--- src/design/reversing_motor_button_controller_defines.svh ---
// ----------------------------------------------------------------------------
// reversing motor button controller assertion macros
// concurrent check helpers, compiled out when SYNTH is defined
// ----------------------------------------------------------------------------
`ifndef REVERSING_MOTOR_BUTTON_CONTROLLER_DEFINES_SVH
`define REVERSING_MOTOR_BUTTON_CONTROLLER_DEFINES_SVH

`ifndef SYNTH
// same-cycle implication
`define RMBC_ASSERT_NOW(name, clk, rst, ante, cons) \
   name: assert property (@(posedge clk) disable iff (rst) (ante) |-> (cons)) \
      else $error("rmbc assertion failed");
// next-cycle implication
`define RMBC_ASSERT_NEXT(name, clk, rst, ante, cons) \
   name: assert property (@(posedge clk) disable iff (rst) (ante) |=> (cons)) \
      else $error("rmbc assertion failed");
`else
`define RMBC_ASSERT_NOW(name, clk, rst, ante, cons)
`define RMBC_ASSERT_NEXT(name, clk, rst, ante, cons)
`endif

`endif

--- src/design/rmbc_pkg.sv ---
// ----------------------------------------------------------------------------
// rmbc_pkg
// shared types, widths and reset values of the reversing motor controller
// ----------------------------------------------------------------------------
`timescale 1ns / 1ps

package rmbc_pkg;

   localparam int COUNT_BITS  = 16;
   localparam int DELAY_BITS  = 16;
   localparam int CUR_BITS    = 10;
   localparam int DUTY_BITS   = 8;
   localparam int CMP_BITS    = (COUNT_BITS > DELAY_BITS) ? COUNT_BITS : DELAY_BITS;
   localparam int CSR_IDX_BITS = 3;

   localparam logic [DELAY_BITS-1:0] DEBOUNCE_RESET  = DELAY_BITS'(50);
   localparam logic [DELAY_BITS-1:0] TIMEOUT_RESET   = DELAY_BITS'(1000);
   localparam logic [DELAY_BITS-1:0] BLANKING_RESET  = DELAY_BITS'(500);
   localparam logic [CUR_BITS-1:0]   THRESHOLD_RESET = CUR_BITS'(20);
   localparam logic [DUTY_BITS-1:0]  DUTY_RESET      = DUTY_BITS'(255);

   typedef enum logic [2:0] {
      EV_NONE        = 3'd0,
      EV_FORWARD     = 3'd1,
      EV_BACKWARD    = 3'd2,
      EV_RELEASE     = 3'd3,
      EV_TIMEOUT     = 3'd4,
      EV_OVERCURRENT = 3'd5
   } rmbc_event_type;

   typedef enum logic [CSR_IDX_BITS-1:0] {
      CSR_DEBOUNCE  = 3'd0,
      CSR_TIMEOUT   = 3'd1,
      CSR_BLANKING  = 3'd2,
      CSR_THRESHOLD = 3'd3,
      CSR_PWM_DUTY  = 3'd4
   } rmbc_csr_index_type;

   typedef struct packed {
      logic [DELAY_BITS-1:0] debounce_delay;
      logic [DELAY_BITS-1:0] run_timeout;
      logic [DELAY_BITS-1:0] blanking_time;
      logic [CUR_BITS-1:0]   current_threshold;
      logic [DUTY_BITS-1:0]  pwm_duty;
   } rmbc_cfg_type;

   typedef struct packed {
      logic                  prior_raw;
      logic                  stable_level;
      logic                  prior_stable;
      logic                  dir_flag;
      logic                  motion_flag;
      logic [COUNT_BITS-1:0] settle_count;
      logic [COUNT_BITS-1:0] run_count;
      logic [COUNT_BITS-1:0] blank_count;
      logic                  drive_a;
      logic                  drive_b;
      logic [DUTY_BITS-1:0]  duty_level;
   } rmbc_state_type;

   // field order from the top bit down, so bridge_a lands in bit 0
   typedef struct packed {
      rmbc_event_type       event_code;
      logic                 debounced_button;
      logic                 forward_dir;
      logic                 running;
      logic [DUTY_BITS-1:0] pwm_out;
      logic                 bridge_b;
      logic                 bridge_a;
   } rmbc_result_type;

   function automatic logic [COUNT_BITS-1:0] grow(input logic [COUNT_BITS-1:0] c);
      return (c == {COUNT_BITS{1'b1}}) ? c : c + COUNT_BITS'(1);
   endfunction

   // counter strictly above a delay register, compared at a common width
   function automatic logic expired(input logic [COUNT_BITS-1:0] c,
                                    input logic [DELAY_BITS-1:0] d);
      return CMP_BITS'(c) > CMP_BITS'(d);
   endfunction

endpackage

--- src/design/reversing_motor_button_controller.sv ---
// Reversing motor button controller. Each req item is one millisecond tick with the raw
// button level and a motor current sample; each tick yields exactly one rsp item with the
// H-bridge levels, PWM duty, run and direction flags, debounced button and the tick's event.
// A new item can be taken every clock cycle while req_tready is high; its result is written
// into the output register on acceptance, and req_tready stays high while that register is
// empty or being taken. Throughput is one item per cycle while results are taken, set by the
// single state update between the input handshake and the result register. Configuration
// writes via csr_ are always accepted and should be issued only when no item is in flight.
// ----------------------------------------------------------------------------
// reversing_motor_button_controller
// top level: csr registers, tick state, result register and stream handshake
// ----------------------------------------------------------------------------
`timescale 1ns / 1ps
`include "reversing_motor_button_controller_defines.svh"

module reversing_motor_button_controller (
   input  logic                                 clock,
   input  logic                                 reset,
   // input items
   input  logic                                 req_tvalid,
   output logic                                 req_tready,
   input  logic [15:0]                          req_tdata,  // button_level, current_sample
   // result items
   output logic                                 rsp_tvalid,
   input  logic                                 rsp_tready,
   // bridge_a, bridge_b, pwm_out, running, forward_dir, debounced_button, event_code
   output logic [15:0]                          rsp_tdata,
   // configuration writes
   input  logic                                 csr_valid,
   output logic                                 csr_ready,
   input  logic [rmbc_pkg::CSR_IDX_BITS-1:0]    csr_index,
   input  logic [rmbc_pkg::DELAY_BITS-1:0]      csr_data
);

   rmbc_pkg::rmbc_cfg_type    cfg_ff, cfg_in;
   rmbc_pkg::rmbc_state_type  state_ff, state_in, state_step;
   rmbc_pkg::rmbc_result_type rsp_data_ff, rsp_data_in;
   rmbc_pkg::rmbc_event_type  step_event;
   logic                      rsp_valid_ff, rsp_valid_in;
   logic                      req_accept;
   logic                      rsp_accept;

   assign csr_ready  = 1'b1;
   assign req_tready = !rsp_valid_ff || rsp_tready;
   assign req_accept = req_tvalid && req_tready;
   assign rsp_accept = rsp_valid_ff && rsp_tready;

   always_comb begin
      cfg_in = cfg_ff;
      if (csr_valid) begin
         unique case (rmbc_pkg::rmbc_csr_index_type'(csr_index))
            rmbc_pkg::CSR_DEBOUNCE:  cfg_in.debounce_delay = csr_data;
            rmbc_pkg::CSR_TIMEOUT:   cfg_in.run_timeout    = csr_data;
            rmbc_pkg::CSR_BLANKING:  cfg_in.blanking_time  = csr_data;
            rmbc_pkg::CSR_THRESHOLD: begin
               cfg_in.current_threshold = csr_data[rmbc_pkg::CUR_BITS-1:0];
            end
            rmbc_pkg::CSR_PWM_DUTY:  cfg_in.pwm_duty = csr_data[rmbc_pkg::DUTY_BITS-1:0];
            default: ;
         endcase
      end
   end

   rmbc_step u_step (
      .cfg            (cfg_ff),
      .state_now      (state_ff),
      .button_level   (req_tdata[0]),
      .current_sample (req_tdata[rmbc_pkg::CUR_BITS:1]),
      .state_next     (state_step),
      .event_code     (step_event)
   );

   always_comb begin
      state_in     = req_accept ? state_step : state_ff;
      rsp_valid_in = req_accept || (rsp_valid_ff && !rsp_tready);

      rsp_data_in                  = rsp_data_ff;
      if (req_accept) begin
         rsp_data_in.bridge_a         = state_step.drive_a;
         rsp_data_in.bridge_b         = state_step.drive_b;
         rsp_data_in.pwm_out          = state_step.duty_level;
         rsp_data_in.running          = state_step.motion_flag;
         rsp_data_in.forward_dir      = state_step.dir_flag;
         rsp_data_in.debounced_button = state_step.stable_level;
         rsp_data_in.event_code       = step_event;
      end
   end

   always_ff @(posedge clock) begin
      if (reset) begin
         cfg_ff.debounce_delay    <= rmbc_pkg::DEBOUNCE_RESET;
         cfg_ff.run_timeout       <= rmbc_pkg::TIMEOUT_RESET;
         cfg_ff.blanking_time     <= rmbc_pkg::BLANKING_RESET;
         cfg_ff.current_threshold <= rmbc_pkg::THRESHOLD_RESET;
         cfg_ff.pwm_duty          <= rmbc_pkg::DUTY_RESET;
         state_ff.prior_raw       <= 1'b0;
         state_ff.stable_level    <= 1'b0;
         state_ff.prior_stable    <= 1'b0;
         state_ff.dir_flag        <= 1'b1;
         state_ff.motion_flag     <= 1'b0;
         state_ff.settle_count    <= '0;
         state_ff.run_count       <= '0;
         state_ff.blank_count     <= '0;
         state_ff.drive_a         <= 1'b0;
         state_ff.drive_b         <= 1'b0;
         state_ff.duty_level      <= '0;
         rsp_valid_ff             <= 1'b0;
      end else begin
         cfg_ff       <= cfg_in;
         state_ff     <= state_in;
         rsp_valid_ff <= rsp_valid_in;
      end
   end

   // payload only, no reset needed
   always_ff @(posedge clock) begin
      rsp_data_ff <= rsp_data_in;
   end

   assign rsp_tvalid = rsp_valid_ff;
   assign rsp_tdata  = rsp_data_ff;

   // bridge is driven one way exactly when the motor runs
   `RMBC_ASSERT_NOW(a_bridge_motion, clock, reset, 1'b1,
      (state_ff.motion_flag == (state_ff.drive_a || state_ff.drive_b))
      && !(state_ff.drive_a && state_ff.drive_b))
   // a forward start reports a forward bridge
   `RMBC_ASSERT_NOW(a_forward_event, clock, reset,
      rsp_valid_ff && (rsp_data_ff.event_code == rmbc_pkg::EV_FORWARD),
      rsp_data_ff.bridge_a && !rsp_data_ff.bridge_b && rsp_data_ff.running)
   // every accepted item leaves a result behind
   `RMBC_ASSERT_NEXT(a_item_result, clock, reset, req_accept, rsp_valid_ff)
   // a taken result with nothing new behind it empties the register
   `RMBC_ASSERT_NEXT(a_result_drain, clock, reset, rsp_accept && !req_accept, !rsp_valid_ff)

endmodule

--- src/design/rmbc_step.sv ---
// ----------------------------------------------------------------------------
// rmbc_step
// next-state logic for one tick: debounce, bridge control, overcurrent trip
// ----------------------------------------------------------------------------
`timescale 1ns / 1ps

module rmbc_step (
   input  rmbc_pkg::rmbc_cfg_type         cfg,
   input  rmbc_pkg::rmbc_state_type       state_now,
   input  logic                           button_level,
   input  logic [rmbc_pkg::CUR_BITS-1:0]  current_sample,
   output rmbc_pkg::rmbc_state_type       state_next,
   output rmbc_pkg::rmbc_event_type       event_code
);

   always_comb begin
      state_next = state_now;
      event_code = rmbc_pkg::EV_NONE;

      state_next.settle_count = rmbc_pkg::grow(state_now.settle_count);
      state_next.run_count    = rmbc_pkg::grow(state_now.run_count);
      state_next.blank_count  = rmbc_pkg::grow(state_now.blank_count);

      if (button_level != state_now.prior_raw) begin
         state_next.settle_count = '0;
      end
      if (rmbc_pkg::expired(state_next.settle_count, cfg.debounce_delay)) begin
         state_next.stable_level = button_level;
      end

      if (state_now.motion_flag) begin
         // release and timeout may both hit, timeout wins the direction
         if (state_now.dir_flag && !state_next.stable_level) begin
            state_next.drive_a     = 1'b0;
            state_next.drive_b     = 1'b0;
            state_next.dir_flag    = 1'b0;
            state_next.motion_flag = 1'b0;
            event_code             = rmbc_pkg::EV_RELEASE;
         end
         if (rmbc_pkg::expired(state_next.run_count, cfg.run_timeout)) begin
            state_next.drive_a     = 1'b0;
            state_next.drive_b     = 1'b0;
            state_next.dir_flag    = 1'b1;
            state_next.motion_flag = 1'b0;
            event_code             = rmbc_pkg::EV_TIMEOUT;
         end
      end else if (state_now.dir_flag) begin
         if (state_next.stable_level != state_now.prior_stable) begin
            state_next.run_count   = '0;
            state_next.blank_count = '0;
            if (state_next.stable_level) begin
               state_next.drive_a     = 1'b1;
               state_next.drive_b     = 1'b0;
               state_next.duty_level  = cfg.pwm_duty;
               state_next.motion_flag = 1'b1;
               event_code             = rmbc_pkg::EV_FORWARD;
            end else begin
               // arm reverse, it starts on the next tick
               state_next.dir_flag = 1'b0;
            end
         end
      end else begin
         state_next.run_count   = '0;
         state_next.blank_count = '0;
         state_next.drive_a     = 1'b0;
         state_next.drive_b     = 1'b1;
         state_next.duty_level  = cfg.pwm_duty;
         state_next.motion_flag = 1'b1;
         event_code             = rmbc_pkg::EV_BACKWARD;
      end

      // checked whether running or not
      if ((current_sample > cfg.current_threshold)
          && rmbc_pkg::expired(state_next.blank_count, cfg.blanking_time)) begin
         state_next.dir_flag    = ~state_next.dir_flag;
         state_next.drive_a     = 1'b0;
         state_next.drive_b     = 1'b0;
         state_next.motion_flag = 1'b0;
         event_code             = rmbc_pkg::EV_OVERCURRENT;
      end

      state_next.prior_raw    = button_level;
      state_next.prior_stable = state_next.stable_level;
   end

endmodule
--- config.mk ---
export PLATFORM = sky130hd
export DESIGN_NAME = reversing_motor_button_controller
export DESIGN_NICKNAME = d
export VERILOG_FILES = /design/src/design/rmbc_pkg.sv /design/src/design/reversing_motor_button_controller.sv /design/src/design/rmbc_step.sv
export VERILOG_INCLUDE_DIRS = /design/src /design/src/design
export SDC_FILE = /design/constraint.sdc
export NUM_CORES = 1
export LEC_CHECK = 0
export ABC_AREA = 1
export BUFFER_PORTS_ARGS = -buffer_cell sky130_fd_sc_hd__buf_4
export CORE_MARGIN = 4
export CORE_UTILIZATION = 55
export CTS_CLUSTER_SIZE = 16
export DETAILED_ROUTE_END_ITERATION = 6
export PLACE_DENSITY = 0.84
export SLEW_MARGIN = 20
export SYNTH_ARGS = -nofsm -noshare
export SYNTH_HDL_FRONTEND = slang
export SYNTH_SLANG_ARGS = --single-unit
--- constraint.sdc ---
create_clock -name clock -period 5.2 [get_ports clock]
set_input_delay 0 -clock clock [delete_from_list [all_inputs] [get_ports clock]]
set_output_delay 0 -clock clock [all_outputs]
set_load 0.1 [all_outputs]
==> impl_metrics.xml <==
<?xml version="1.0" encoding="UTF-8"?>
<metrics>
  <group name="outcome">
    <metric name="outcome" unit="">finished clean</metric>
  </group>
  <group name="sta">
    <metric name="min_period_over_period" unit="%">97.9</metric>
    <metric name="timing.slew.headroom" unit="%">44.4</metric>
    <metric name="setup-violations-final" unit="">0</metric>
    <metric name="max_clock_freq" unit="MHz">197</metric>
    <metric name="setup_repair_after_global_routing_missed_its_margin" unit="">yes</metric>
    <metric name="finalCriticalPeriod" unit="ps">5090</metric>
    <metric name="timing.final.ws_setup" unit="ps">112</metric>
    <metric name="worst_clock_skew" unit="ps">6.48</metric>
    <metric name="worst_hold_slack" unit="ps">25.9</metric>
    <metric name="max_slew.worst_pin.slew" unit="ps">831</metric>
    <metric name="timing_max_transition_violations_final" unit="">0</metric>
    <metric name="final_hold_viol_count" unit="">0</metric>
  </group>
  <group name="layout">
    <metric name="layout.cells.most_common_list" unit="">sky130_fd_sc_hd__nand2_1, sky130_fd_sc_hd__inv_1, sky130_fd_sc_hd__dfxtp_1</metric>
    <metric name="area_growth_syn_to_layout" unit="%">21.7</metric>
    <metric name="final_area" unit="um^2">10000</metric>
    <metric name="num_antenna_cells" unit="">0</metric>
    <metric name="fill_cells" unit="">1075</metric>
    <metric name="mostFrequentLayoutCell" unit="">sky130_fd_sc_hd__nand2_1</metric>
    <metric name="end_of_flow_core_utilization" unit="%">68.7</metric>
    <metric name="post_route_cells_drive_above_1_share" unit="%">19.2</metric>
    <metric name="nets" unit="">1311</metric>
  </group>
  <group name="placement">
    <metric name="place_area" unit="um^2">8780</metric>
    <metric name="hpwlAfterDp" unit="mm">14.0</metric>
    <metric name="gp_congestion" unit="">0.901</metric>
    <metric name="buffer_ports.inserted" unit="">52</metric>
    <metric name="place_ws" unit="ps">-42.0</metric>
  </group>
  <group name="clock_network">
    <metric name="cts_max_level" unit="">4</metric>
    <metric name="clk_root_buffer_cell" unit="">sky130_fd_sc_hd__clkbuf_16</metric>
    <metric name="clock_buffer_depth" unit="">2</metric>
    <metric name="clock_sink_count" unit="">145</metric>
    <metric name="clk_latency" unit="ps">430</metric>
    <metric name="cts-buffers-inserted" unit="">17</metric>
    <metric name="cts_tree" unit="">yes</metric>
    <metric name="clkTransAtPathRegs" unit="ps">60</metric>
  </group>
  <group name="synth">
    <metric name="post_synth_inst_count" unit="">1131</metric>
    <metric name="synth_enable_flop_cells" unit="">16</metric>
    <metric name="postSynth.topFlopCell" unit="">sky130_fd_sc_hd__dfxtp_1</metric>
    <metric name="synth.distinct_cells" unit="">47</metric>
    <metric name="synth_sequential_area_ratio" unit="%">37.2</metric>
    <metric name="nets_in_the_synthesized_netlist" unit="">1234</metric>
    <metric name="synth.yosys.warnings" unit="">0</metric>
    <metric name="postSynthAreaPerCell" unit="um^2">7.28</metric>
    <metric name="syn-cell-area" unit="um^2">8230</metric>
    <metric name="synth-async-reset-ratio" unit="%">0</metric>
    <metric name="synth_seq_cells" unit="">145</metric>
  </group>
  <group name="route">
    <metric name="wl_per_cell" unit="um">15.5</metric>
    <metric name="vias" unit="">7770</metric>
    <metric name="first_iteration_detailed_routing_drc_count" unit="">669</metric>
    <metric name="drt.antenna.violating_nets" unit="">0</metric>
    <metric name="detail_route.wirelength" unit="mm">21.8</metric>
    <metric name="drt_drc_violations_left" unit="">0</metric>
    <metric name="drtPass1Iterations" unit="">5</metric>
    <metric name="vias_per_cell" unit="">5.53</metric>
  </group>
  <group name="global_routing">
    <metric name="grt_first_pass_wirelength" unit="mm">33.7</metric>
    <metric name="grt_max_degree" unit="">88</metric>
    <metric name="gr-usage-met1" unit="%">32.3</metric>
    <metric name="grt_antenna_before_repair" unit="">0</metric>
    <metric name="grtUsageMet2" unit="%">41.8</metric>
    <metric name="gr-max-usage-layer" unit="">met2</metric>
    <metric name="grt_use_total" unit="%">25.0</metric>
    <metric name="grt_remaining_overflow" unit="">0</metric>
    <metric name="number_of_global_route_vias_before_repair" unit="">7088</metric>
    <metric name="grt_use_met3" unit="%">5.44</metric>
  </group>
  <group name="critical_path">
    <metric name="worst_path_max_delay_cell" unit="">sky130_fd_sc_hd__dfxtp_2</metric>
    <metric name="crit_path_start_kind" unit="">flip-flop</metric>
    <metric name="timing.reg2reg.setup_slack" unit="ps">110</metric>
    <metric name="worstPathRequired" unit="ps">5390</metric>
    <metric name="worstPathArrival" unit="ps">5280</metric>
    <metric name="crit_path_end_kind" unit="">flip-flop</metric>
    <metric name="timing.critical_path.slowest_cell_delay" unit="ps">360</metric>
    <metric name="maximum_fanout_along_the_worst_path" unit="">6</metric>
    <metric name="path_class" unit="">reg -&gt; reg</metric>
    <metric name="worst_path_most_repeated_cell" unit="">sky130_fd_sc_hd__nand2_2</metric>
  </group>
  <group name="die">
    <metric name="io_pins" unit="">59</metric>
    <metric name="placement_rows" unit="">44</metric>
    <metric name="die_ar" unit="um^2">17000</metric>
    <metric name="placeableCoreArea" unit="um^2">14600</metric>
    <metric name="initial_cell_density_of_the_core" unit="%">56.4</metric>
    <metric name="fp.dieW" unit="um">130</metric>
    <metric name="die_height" unit="um">130</metric>
  </group>
  <group name="pwr">
    <metric name="powerDensity" unit="nW/um^2">344</metric>
    <metric name="power.leakage" unit="nW">4.78</metric>
    <metric name="power.ir.vdd_worst" unit="uV">294</metric>
  </group>
  <group name="worst_hold_path">
    <metric name="holdCritPathClass" unit="">in -&gt; reg</metric>
  </group>
  <group name="run">
    <metric name="max_cap_viol_count" unit="">0</metric>
  </group>
</metrics>
[routing by layer]
layer  part of all wire (%)  vias to the layer above
met5                      0                        -
met4                    2.6                        0
met3                    6.2                       54
met2                     50                      287
met1                     41                     3588
li1                       -                     3841
[sequential cells by signal, summed over array words and instances (netlist names)]
signal / count
rsp_tdata: 16
state_ff: 62
rsp_tvalid: 1
cfg_ff: 66
[critical path: cells and delay by family (launching register included)]
kind,cells,cell delay (ps)
compound gates,4,720
fa+ha+maj,3,840
buf+inv,7,400
flops,1,360
simple gates,28,2510
[kinds of logic after synthesis]
logic type / Yosys count / share of synthesized area (%)
adder cells (fa/ha/maj): 63 / 9.57
XOR/XNOR: 26 / 2.77
AND/OR/NAND/NOR: 430 / 23.5
AO/OA/AOI/OAI: 251 / 16.7
other: 1 / 0.0455
buffers and inverters: 215 / 10.2
flip-flops: 145 / 37.2
[final timing paths]
check | cells past startpoint | end | from
max reg2reg | 42 | rsp_tdata[10] | state_ff[46]
max | 42 | rsp_tdata[10] | state_ff[46]
min | 4 | cfg_ff[12] | csr_index[0]
min reg2reg | 2 | cfg_ff[16] | cfg_ff[16]
[where the power goes]
part,switching [mW],internal (mW),total (mW)
logic,0.634,0.277,0.911
clock network,0.516,0.743,1.26
registers,0.0496,1.23,1.28
total,1.20,2.25,3.45
[cells in the mapped netlist (2+ instances only)]
master | number | area share [%]
sky130_fd_sc_hd__o21bai_1 | 2 | 0.18
sky130_fd_sc_hd__nor3_4 | 2 | 0.40
sky130_fd_sc_hd__xnor2_1 | 10 | 1.1
sky130_fd_sc_hd__nand2_1 | 212 | 9.7
sky130_fd_sc_hd__edfxtp_1 | 16 | 5.8
sky130_fd_sc_hd__a31oi_1 | 3 | 0.23
sky130_fd_sc_hd__ha_1 | 63 | 9.6
sky130_fd_sc_hd__nand2_2 | 11 | 0.84
sky130_fd_sc_hd__nor2_1 | 92 | 4.2
sky130_fd_sc_hd__inv_2 | 3 | 0.14
sky130_fd_sc_hd__nand3_2 | 3 | 0.36
sky130_fd_sc_hd__o21ai_0 | 96 | 5.8
sky130_fd_sc_hd__nand4_1 | 10 | 0.76
sky130_fd_sc_hd__o211ai_1 | 16 | 1.5
sky130_fd_sc_hd__buf_1 | 2 | 0.091
sky130_fd_sc_hd__dfxtp_1 | 129 | 31
sky130_fd_sc_hd__xor2_1 | 16 | 1.7
sky130_fd_sc_hd__nand2_4 | 10 | 1.4
sky130_fd_sc_hd__a21oi_2 | 11 | 1.2
sky130_fd_sc_hd__a21oi_1 | 112 | 6.8
sky130_fd_sc_hd__clkbuf_1 | 29 | 1.3
sky130_fd_sc_hd__nor2_2 | 3 | 0.23
sky130_fd_sc_hd__nand3_1 | 66 | 4.0
sky130_fd_sc_hd__nor4_1 | 3 | 0.23
sky130_fd_sc_hd__o21a_1 | 3 | 0.27
sky130_fd_sc_hd__a21o_1 | 2 | 0.18
sky130_fd_sc_hd__buf_2 | 3 | 0.18
sky130_fd_sc_hd__nor3_1 | 11 | 0.67
sky130_fd_sc_hd__inv_1 | 174 | 7.9
[layout make-up]
type                            count  area, um^2  area share [%]
Multi-Input combinational cell    771        4660            46.5
Sequential cell                   145        3080            30.8
Timing Repair Buffer               95         772            7.71
Inverter                          178         676            6.74
Clock buffer                       19         454            4.53
Tap cell                          184         230            2.30
Clock inverter                     13         148            1.47
[timing repair]
action	4_1_cts	5_1_grt
hold buffers	19	0
gates resized for setup	4	104
setup endpoints to repair	4	11
hold endpoints to repair	68	0
cloned	0	1
pin swaps	0	34
setup buffers	0	10
[through the flow]
step | setup TNS [ps] | instances | power (mW)
after CTS | 0 | 1394 | 3.33
after global placement | 0 | 1343 | 2.04
after global routing | -1290 | 1405 | 3.58
after detailed placement | -68.7 | 1343 | 2.07
final | 0 | 1405 | 3.45
after floorplan | 0 | 1131 | 1.86
(Power assumes the default switching activity.)
